[config.mk]
export PLATFORM = sky130hd
export DESIGN_NAME = dpfm_cell
export DESIGN_NICKNAME = d
export VERILOG_FILES = /design/src/rtl/dpfm_pkg.sv /design/src/rtl/dpfm_cell.sv
export SDC_FILE = /design/constraint.sdc
export NUM_CORES = 1
export LEC_CHECK = 0
export BUFFER_PORTS_ARGS = -buffer_cell sky130_fd_sc_hd__buf_2
export CORE_MARGIN = 5
export CORE_UTILIZATION = 41
export DETAILED_ROUTE_END_ITERATION = 8
export HOLD_SLACK_MARGIN = 0.03
export PLACE_DENSITY = 0.63
export RECOVER_POWER = 25
export SLEW_MARGIN = 20
export SYNTH_ARGS = -nofsm -noshare
export SYNTH_HDL_FRONTEND = slang
export SYNTH_SLANG_ARGS = --single-unit
[constraint.sdc]
create_clock -name clk -period 6.9 [get_ports clk]
set_clock_uncertainty 0.15 [all_clocks]
set_input_delay 1.035 -clock clk [delete_from_list [all_inputs] [get_ports clk]]
set_output_delay 1.035 -clock clk [all_outputs]
set_load 0.1 [all_outputs]
[src/rtl/dpfm_pkg.sv]
// Package for the demand paging frame manager: sizes, codes and shared types.
// No dependencies.
`timescale 1ns / 1ps
package dpfm_pkg;
  localparam int NUM_PROCESSES = 8;
  localparam int PAGES_PER_PROCESS = 256;
  localparam int NUM_FRAMES = 16;
  localparam int PID_W = $clog2(NUM_PROCESSES);
  localparam int PAGE_W = $clog2(PAGES_PER_PROCESS);
  localparam int FRAME_W = $clog2(NUM_FRAMES);
  localparam int ENTRY_W = PID_W + PAGE_W;
  localparam int NUM_ENTRIES = NUM_PROCESSES * PAGES_PER_PROCESS;
  localparam int FCNT_W = FRAME_W + 1;

  localparam logic [1:0] REQ_ACCESS = 2'd0;
  localparam logic [1:0] REQ_PERM = 2'd1;
  localparam logic [1:0] REQ_FREE = 2'd2;
  localparam logic [1:0] REQ_NOP = 2'd3;

  localparam logic [1:0] KIND_READ = 2'd0;
  localparam logic [1:0] KIND_WRITE = 2'd1;
  localparam logic [1:0] KIND_EXEC = 2'd2;
  localparam logic [1:0] KIND_BAD = 2'd3;

  localparam logic [1:0] POL_FIFO = 2'd0;
  localparam logic [1:0] POL_LRU = 2'd1;
  localparam logic [1:0] POL_NONE = 2'd2;

  localparam logic [1:0] REG_POLICY = 2'd0;
  localparam logic [1:0] REG_PAGE_SIZE = 2'd1;
  localparam logic [1:0] REG_FRAMES = 2'd2;

  localparam logic [2:0] ST_HIT = 3'd0;
  localparam logic [2:0] ST_FAULT_FREE = 3'd1;
  localparam logic [2:0] ST_FAULT_EVICT = 3'd2;
  localparam logic [2:0] ST_PROT = 3'd3;
  localparam logic [2:0] ST_NO_VICTIM = 3'd4;
  localparam logic [2:0] ST_DONE = 3'd5;

  typedef struct packed {
    logic [1:0] req_type;
    logic [2:0] proc_id;
    logic [7:0] virtual_page;
    logic [1:0] access_kind;
    logic perm_read;
    logic perm_write;
    logic perm_execute;
  } req_t;

  typedef struct packed {
    logic [2:0] status;
    logic [3:0] frame;
    logic [19:0] phys_address;
    logic evicted_valid;
    logic [2:0] evicted_process;
    logic [7:0] evicted_page;
    logic [31:0] fault_count;
  } rsp_t;

  // token that walks the frame chain during a scan
  typedef struct packed {
    logic free_found;
    logic [FRAME_W-1:0] free_idx;
    logic vic_found;
    logic [FRAME_W-1:0] vic_idx;
    logic [31:0] vic_stamp;
    logic [PID_W-1:0] vic_pid;
    logic [PAGE_W-1:0] vic_page;
  } scan_t;

  // command broadcast from the controller to every frame cell
  typedef struct packed {
    logic install;
    logic [FRAME_W-1:0] inst_idx;
    logic [PID_W-1:0] inst_pid;
    logic [PAGE_W-1:0] inst_page;
    logic touch;
    logic [FRAME_W-1:0] touch_idx;
    logic [31:0] stamp;
    logic free_pid;
    logic [PID_W-1:0] pid;
    logic lru;
    logic [FCNT_W-1:0] nframes;
  } cmd_t;
endpackage

[src/rtl/dpfm_cell.sv]
// One frame cell: owner, load and use stamps, and one step of the scan chain.
// Depends on dpfm_pkg.
`timescale 1ns / 1ps
module dpfm_cell (
  input  logic clk,
  input  logic rst,
  input  logic [dpfm_pkg::FRAME_W-1:0] idx,
  input  dpfm_pkg::cmd_t cmd,
  input  dpfm_pkg::scan_t scan_in,
  output dpfm_pkg::scan_t scan_out
);
  import dpfm_pkg::*;
  logic valid;
  logic [PID_W-1:0] pid;
  logic [PAGE_W-1:0] page;
  logic [31:0] load_stamp;
  logic [31:0] last_use;
  logic [31:0] s;
  logic active;
  scan_t nxt;

  always_ff @(posedge clk) begin
    if (rst) begin
      valid <= 1'b0;
      load_stamp <= '0;
      last_use <= '0;
    end else begin
      if (cmd.install && cmd.inst_idx == idx) begin
        valid <= 1'b1;
        pid <= cmd.inst_pid;
        page <= cmd.inst_page;
        load_stamp <= cmd.stamp;
        last_use <= cmd.stamp;
      end else if (cmd.touch && cmd.touch_idx == idx) begin
        last_use <= cmd.stamp;
      end else if (cmd.free_pid && valid && pid == cmd.pid) begin
        valid <= 1'b0;
        pid <= '0;
        page <= '0;
      end
    end
  end

  always_comb begin
    active = {1'b0, idx} < cmd.nframes;
    s = cmd.lru ? last_use : load_stamp;
    nxt = scan_in;
    if (active) begin
      if (!valid && !scan_in.free_found) begin
        nxt.free_found = 1'b1;
        nxt.free_idx = idx;
      end
      if (!scan_in.vic_found || s < scan_in.vic_stamp) begin
        nxt.vic_found = 1'b1;
        nxt.vic_idx = idx;
        nxt.vic_stamp = s;
        nxt.vic_pid = pid;
        nxt.vic_page = page;
      end
    end
  end

  always_ff @(posedge clk) begin
    scan_out <= nxt;
  end
endmodule

==> results of run 1 <==
flip-flops by register name (all words and copies together), names as in the netlist:
| name | cells |
|---|---|
| valid | 1 |
| last_use | 32 |
| load_stamp | 32 |
| pid | 3 |
| page | 8 |
| scan_out | 53 |
power by group through the flow:
stage               combinational [uW]  clock, uW  sequential, uW
floorplan                          198          0            1040
global placement                   531          0             826
CTS                                535        843             810
global route                       564        877             814
detailed placement                 534          0             825
finish                             528        827             811
stage by stage:
step	hold WS (ps)	std cells	power [uW]	worst slack, ps	area (um2)
floorplan	283.8	878	1235	3080	7196
global placement	291.0	1217	1357	2088	8135
detailed placement	296.9	1217	1359	2028	8135
CTS	304.4	1247	2188	2463	8665
global route	319.7	1247	2255	2271	8608
finish	302.0	1247	2166	2457	8608
worst paths after layout:
path | startpoint | to | depth (start not counted)
worst min register to register | load_stamp[11]$_SDFFE_PP0P_ | load_stamp[11]$_SDFFE_PP0P_ | 2
worst max register to register | last_use[27]$_SDFFE_PP0P_ | scan_out[4]$_DFF_P_ | 9
worst min-delay path | load_stamp[11]$_SDFFE_PP0P_ | load_stamp[11]$_SDFFE_PP0P_ | 2
worst max-delay path | cmd[5] | scan_out[4]$_DFF_P_ | 10
cell usage in the layout, fill, tap and decap left out, types with 2 or more instances in the layout:
cell,n
nor2_4,3
clkbuf_16,17
and2_1,11
o221ai_1,33
nor4_1,33
xor2_1,8
a21o_1,3
inv_1,37
o21ai_0,37
a21oi_1,45
clkbuf_8,2
ha_1,34
nor2_1,104
clkinv_2,5
o211ai_1,16
clkbuf_1,52
mux2i_1,33
buf_4,11
nand2_1,119
nand2b_1,18
o221a_2,15
edfxtp_1,11
buf_2,126
nand3_1,17
nand4_1,21
nor3_1,34
dfxtp_1,118
xnor2_1,3
mux2_2,36
cells by family after synthesis:
group | after synthesis
buffers and inverters | 108
and+or+nand+nor | 367
DFF | 129
AOI/OAI and AO/OA | 160
muxes | 69
adders and majority gates | 34
xor gates and xnor gates | 11
layout make-up:
| cell class | instances | area (um2) | area share (%) |
|---|---|---|---|
| clock buffer | 23 | 467.9 | 5.436 |
| sequential | 129 | 2693 | 31.28 |
| tap | 225 | 281.5 | 3.270 |
| clock inverter | 7 | 61.31 | 0.7122 |
| timing repair buffer | 185 | 893.4 | 10.38 |
| inverter | 37 | 138.9 | 1.613 |
| multi-input combinational | 641 | 4073 | 47.31 |
per-layer routing:
layer  GRT usage (%)  part of all wire [%]
met1           27.70                    45
met2           34.79                    47
met3           4.637                   6.4
met4           7.554                   1.6
met5               0                     0
critical path, cell delays in order:
cell      delay, ps
buf_2           670
mux2_2          440
ha_1            320
a41o_1          250
a21oi_1         130
o221ai_1        190
nor2_4          690
buf_4           470
o221a_2         260
o211ai_1         80
==> results_tabular.tex, run 1 <==
\begin{tabular}{lr}
\hline
Metric & Value \\
\hline
\multicolumn{2}{l}{\textbf{Synth}} \\
Area fraction in compound gates after synthesis & 15.41\% \\
Library cell with the largest summed area after synthesis & dfxtp\_1 \\
Simple-gate portion of the synthesized area & 23.30\% \\
Area contributors post-synth & dfxtp\_1 (33\%), nand2\_1 (6.3\%), ha\_1 (5.9\%), mux2\_2 (5.6\%), nor2\_1 (5.4\%) \\
Flip-flop and latch count after synthesis & 129 \\
Async S/R FF share, synth & 0\% \\
Total standard cell area after synthesis & 0.007196 mm2 \\
Synthesized-area fraction occupied by adder cells & 5.912\% \\
EDFF count, synth & 11 \\
Net count after synthesis & 1,034 \\
Most frequent cell after synthesis & nand2\_1 \\
Synthesized area divided by synthesized cell count & 8.196 um2 \\
Leading register cell type out of synthesis & dfxtp\_1 \\
Share of synthesized area spent on multiplexers & 10.22\% \\
Number of distinct library cells after synthesis & 44 \\
Largest family of logic cells by synthesized area & simple AND/OR/NAND/NOR gates \\
Post-synth top area share & 32.83\% \\
Post-Synthesis Cells & 878 \\
Synth top cells by count & nand2\_1 (120), dfxtp\_1 (118), nor2\_1 (104) \\
Post-Synth XOR/XNOR Area & 1.339\% \\
Synth Warn \# & 0 \\
Sequential element share of the synthesized area & 37.42\% \\
\multicolumn{2}{l}{\textbf{Timing}} \\
Final Slew Violations & 0 \\
Count of final hold-check violations & 0 \\
Least-Margin Pin Slew & 1235 ps \\
Post-route setup TNS & 0 ps \\
Part of the cycle the worst path needs & 64.39\% \\
Fmax & 0.2251 GHz \\
Final critical path time including I/O delays and setup & 4443 ps \\
Rel. slew slack & 18.00\% \\
Setup-failing EPs final & 0 \\
Unrepaired setup endpoints after global routing & false \\
\multicolumn{2}{l}{\textbf{Power and ir drop}} \\
Relative contribution of combinational cells to total power & 24.4\% \\
Switching Power & 731.9 uW \\
Leakage & 0.003802 uW \\
Power share of the clock group & 38.2\% \\
Internal power contribution & 1434 uW \\
Share of total power in sequential cells & 37.4\% \\
Pwr/cell area & 251.6 mW/mm2 \\
Worst supply voltage drop on vdd & 179.8 uV \\
Switching fraction of total power & 33.80\% \\
\multicolumn{2}{l}{\textbf{Placement}} \\
Half-perimeter wire length of the detailed placement result & 14,250 um \\
Port buffer count & 174 \\
RePlAce Congestion & 0.7961 \\
\multicolumn{2}{l}{\textbf{Clock tree}} \\
Clock input transition at the sequential cells of the worst setup and hold paths & 50 ps \\
Clock Root Buffer & clkbuf\_16 \\
Number of CTS-inserted buffers & 17 \\
CTS resizes & 0 \\
Max Root-Sink Buffers & 2 \\
CTS tree & built \\
Hold-fix buffers, CTS & 0 \\
CTS H-tree depth & 4 \\
Later-pin clock latency in the skew report & 420 ps \\
Post-CTS Repair Setup Buffers & 0 \\
Number of clock sinks & 129 \\
\multicolumn{2}{l}{\textbf{GRT}} \\
Overall fraction of global-route tracks in use & 21.26\% \\
Number of antenna violations at the first check in global routing & 0 \\
First-pass GRT wire length & 34,530 um \\
Total congestion overflow after global routing & 0 \\
Number of global-route vias before repair & 6,754 \\
Largest net degree at the start of global routing & 96 \\
\multicolumn{2}{l}{\textbf{Run status}} \\
Status & finished clean \\
\multicolumn{2}{l}{\textbf{Worst setup path}} \\
Minimum setup slack among reg-to-reg paths & 3590 ps \\
Data arrival at the endpoint of the critical path & 4570 ps \\
Required time of the critical path & 7030 ps \\
Endpoint type of the worst setup path & flip-flop \\
Path type of the worst setup path & in2reg \\
Type of origin of the critical path & primary input \\
Highest net fanout along the worst path & 33 \\
\multicolumn{2}{l}{\textbf{Hold path}} \\
Worst min path class & reg2reg \\
\multicolumn{2}{l}{\textbf{Route}} \\
Detailed-route via count & 6,868 \\
First-pass iteration count of the detailed router & 6 \\
Wire length after detailed routing & 21,790 um \\
Via-per-instance ratio & 5.508 \\
Remaining number of nets flagged by the antenna check after routing & 0 \\
DR WL/cell & 17.47 um \\
Final routed DRC violation total & 0 \\
DRC marker count from the first detailed-route iteration & 467 \\
\multicolumn{2}{l}{\textbf{Floorplanning}} \\
I/O Pins & 175 \\
DIE WIDTH & 142.5 um \\
Row count & 48 \\
Starting density of the core & 41.75\% \\
Area of the placeable core & 0.01724 mm2 \\
Die Height & 142.5 um \\
Die footprint & 0.02030 mm2 \\
\multicolumn{2}{l}{\textbf{Final layout}} \\
Share of final-layout standard cells stronger than drive strength 1 & 22.02\% \\
Number of fill cells & 1,719 \\
Net total in the final layout & 1,167 \\
Syn-to-layout area delta & 19.63\% \\
Antenna diode instance count & 0 \\
Share of the core filled with cells & 49.94\% \\
\multicolumn{2}{l}{\textbf{Job}} \\
Max-cap viol count & 0 \\
\hline
\end{tabular}
Note: power is estimated with default switching activity, not from simulation.
==> run 2, diff against run 1 <==
==> constraint.sdc (replaced) <==
create_clock -name clk -period 4.4 [get_ports clk]
set_clock_uncertainty 0.15 [all_clocks]
set_input_delay 0.66 -clock clk [delete_from_list [all_inputs] [get_ports clk]]
set_output_delay 0.66 -clock clk [all_outputs]
set_load 0.1 [all_outputs]
==> results_tabular.tex, run 2 (synthesized netlist as in run 1, its figures left out) <==
\begin{tabular}{lr}
\hline
Metric & Value \\
\hline
\multicolumn{2}{l}{\textbf{Final layout}} \\
Syn-to-layout area delta & 21.60\% \\
Post-route standard cell area excluding fillers & 0.008750 mm2 \\
Post-layout instance count excluding filler cells & 1,258 \\
Most frequent standard cell in the layout excluding fill and tap cells & buf\_2 \\
Share of the core filled with cells & 50.76\% \\
Largest register by flop count & scan\_out \\
Max reg flops & 53 \\
Net total in the final layout & 1,176 \\
Commonest non-fill, non-tap cells in the layout & buf\_2 (126), nand2\_1 (119), dfxtp\_1 (118), nor2\_1 (104), clkbuf\_1 (50) \\
Number of fill cells & 1,674 \\
Share of final-layout standard cells stronger than drive strength 1 & 23.04\% \\
Antenna diode instance count & 0 \\
Largest registers & scan\_out (53), last\_use (32), load\_stamp (32) \\
\multicolumn{2}{l}{\textbf{GRT}} \\
Number of global-route vias before repair & 6,568 \\
First-pass GRT wire length & 34,420 um \\
Largest net degree at the start of global routing & 66 \\
Global routing usage on met1 & 29.18\% \\
Total congestion overflow after global routing & 0 \\
Number of antenna violations at the first check in global routing & 0 \\
Global routing's busiest layer & met2 \\
Met3 track utilization from global routing & 4.435\% \\
Global-route track usage on met2 & 33.75\% \\
Overall fraction of global-route tracks in use & 21.12\% \\
\multicolumn{2}{l}{\textbf{Placement}} \\
Post-placement cell count & 1,226 \\
Port buffer count & 174 \\
RePlAce Congestion & 0.7929 \\
Half-perimeter wire length of the detailed placement result & 14,940 um \\
Cell area reported after detailed placement & 0.008240 mm2 \\
\multicolumn{2}{l}{\textbf{Worst setup path}} \\
Startpoint of the worst register-to-register path & last\_use[27]\$\_SDFFE\_PP0P\_ \\
Required time of the critical path & 4540 ps \\
Path type of the worst setup path & in2reg \\
Source of the critical timing path & cmd[5] \\
Type of origin of the critical path & primary input \\
Endpoint type of the worst setup path & flip-flop \\
Highest net fanout along the worst path & 54 \\
Data arrival at the endpoint of the critical path & 3590 ps \\
\multicolumn{2}{l}{\textbf{Floorplanning}} \\
Row count & 48 \\
DIE WIDTH & 142.5 um \\
Die footprint & 0.02030 mm2 \\
I/O Pins & 175 \\
Starting density of the core & 41.75\% \\
Area of the placeable core & 0.01724 mm2 \\
Die Height & 142.5 um \\
\multicolumn{2}{l}{\textbf{Timing}} \\
Setup-failing EPs final & 0 \\
Post-route setup TNS & 0 ps \\
Count of final hold-check violations & 0 \\
Final Slew Violations & 0 \\
Worst hold-check slack & 301.6 ps \\
Rel. slew slack & 17.93\% \\
Final critical path time including I/O delays and setup & 3452 ps \\
Unrepaired setup endpoints after global routing & false \\
Fmax & 0.2897 GHz \\
Least-Margin Pin Slew & 1236 ps \\
Part of the cycle the worst path needs & 78.45\% \\
\multicolumn{2}{l}{\textbf{Route}} \\
First-pass iteration count of the detailed router & 5 \\
Final routed DRC violation total & 0 \\
Via-per-instance ratio & 5.434 \\
Remaining number of nets flagged by the antenna check after routing & 0 \\
Detailed-route via count & 6,836 \\
DRC marker count from the first detailed-route iteration & 501 \\
DR WL/cell & 17.48 um \\
Wire length after detailed routing & 21,990 um \\
\multicolumn{2}{l}{\textbf{Power and ir drop}} \\
Pwr/cell area & 396.0 mW/mm2 \\
Worst supply voltage drop on vdd & 273.9 uV \\
Leakage & 0.003867 uW \\
\multicolumn{2}{l}{\textbf{Clock tree}} \\
Clock input transition at the sequential cells of the worst setup and hold paths & 60 ps \\
CTS tree & built \\
Post-CTS Repair Setup Buffers & 0 \\
Clock Root Buffer & clkbuf\_16 \\
CTS resizes & 0 \\
Number of CTS-inserted buffers & 17 \\
Max Root-Sink Buffers & 2 \\
Hold-fix buffers, CTS & 0 \\
Number of clock sinks & 129 \\
Later-pin clock latency in the skew report & 420 ps \\
CTS H-tree depth & 4 \\
\multicolumn{2}{l}{\textbf{Run status}} \\
Status & finished clean \\
\multicolumn{2}{l}{\textbf{Hold path}} \\
Origin of the worst min-delay path & load\_stamp[24]\$\_SDFFE\_PP0P\_ \\
Worst min path class & reg2reg \\
\multicolumn{2}{l}{\textbf{Job}} \\
Max-cap viol count & 0 \\
\hline
\end{tabular}
-- run 2: cell count changes in the layout (fill, tap and decap cells not counted) --
cell        delta
buf_4          +6
clkinvlp_4     +4
buf_12         +3
clkbuf_1       -2
clkbuf_8       -2
clkinv_2       -2
clkinv_4       +2
clkbuf_16      +1
inv_6          +1
-- run 2: report_power, final --
part	switching, uW	total, uW	internal (uW)	leakage [uW]
registers	25.4	1270	1250	0.00109
clock network	546	1360	810	0.000268
logic	624	836	212	0.00251
total	1200	3460	2270	0.00387
-- run 2: path summary, 6_finish.rpt --
path	end	slack [ps]	cells past startpoint
setup reg to reg	scan_out[20]$_DFF_P_	1470	9
hold / removal	load_stamp[24]$_SDFFE_PP0P_	300	2
hold reg to reg	load_stamp[24]$_SDFFE_PP0P_	300	2
setup / recovery	scan_out[20]$_DFF_P_	950	10
-- run 2: routing by layer --
| metal | vias to the layer above | part of all wire, % |
|---|---|---|
| met3 | 14 | 6.4 |
| met2 | 239 | 47 |
| met1 | 3184 | 46 |
| met5 | - | 0 |
| met4 | 0 | 0.60 |
| li1 | 3399 | - |
-- run 2: cell type report --
type	instances	area [um2]	share of cell area (%)
Clock buffer	20	457.9	5.234
Tap cell	225	281.5	3.218
Sequential cell	129	2693	30.77
Timing Repair Buffer	194	998.5	11.41
Inverter	37	138.9	1.587
Clock inverter	12	107.6	1.230
Multi-Input combinational cell	641	4073	46.55
-- run 2: worst max-delay path, cell delays in order --
cell	delay, ps
buf_2	440
mux2_2	430
ha_1	310
a41o_1	250
a21oi_1	120
o221ai_1	220
nor2_4	340
buf_12	300
o221ai_1	170
nor3_1	320
-- run 2: stage by stage --
step,total power [uW],worst slack (ps)
6_report,3465,948.2
5_1_grt,3603,798.3
4_1_cts,3500,1023
3_5_place_dp,2138,604.9
3_3_place_gp,2135,631.2
2_1_floorplan,1937,955.1
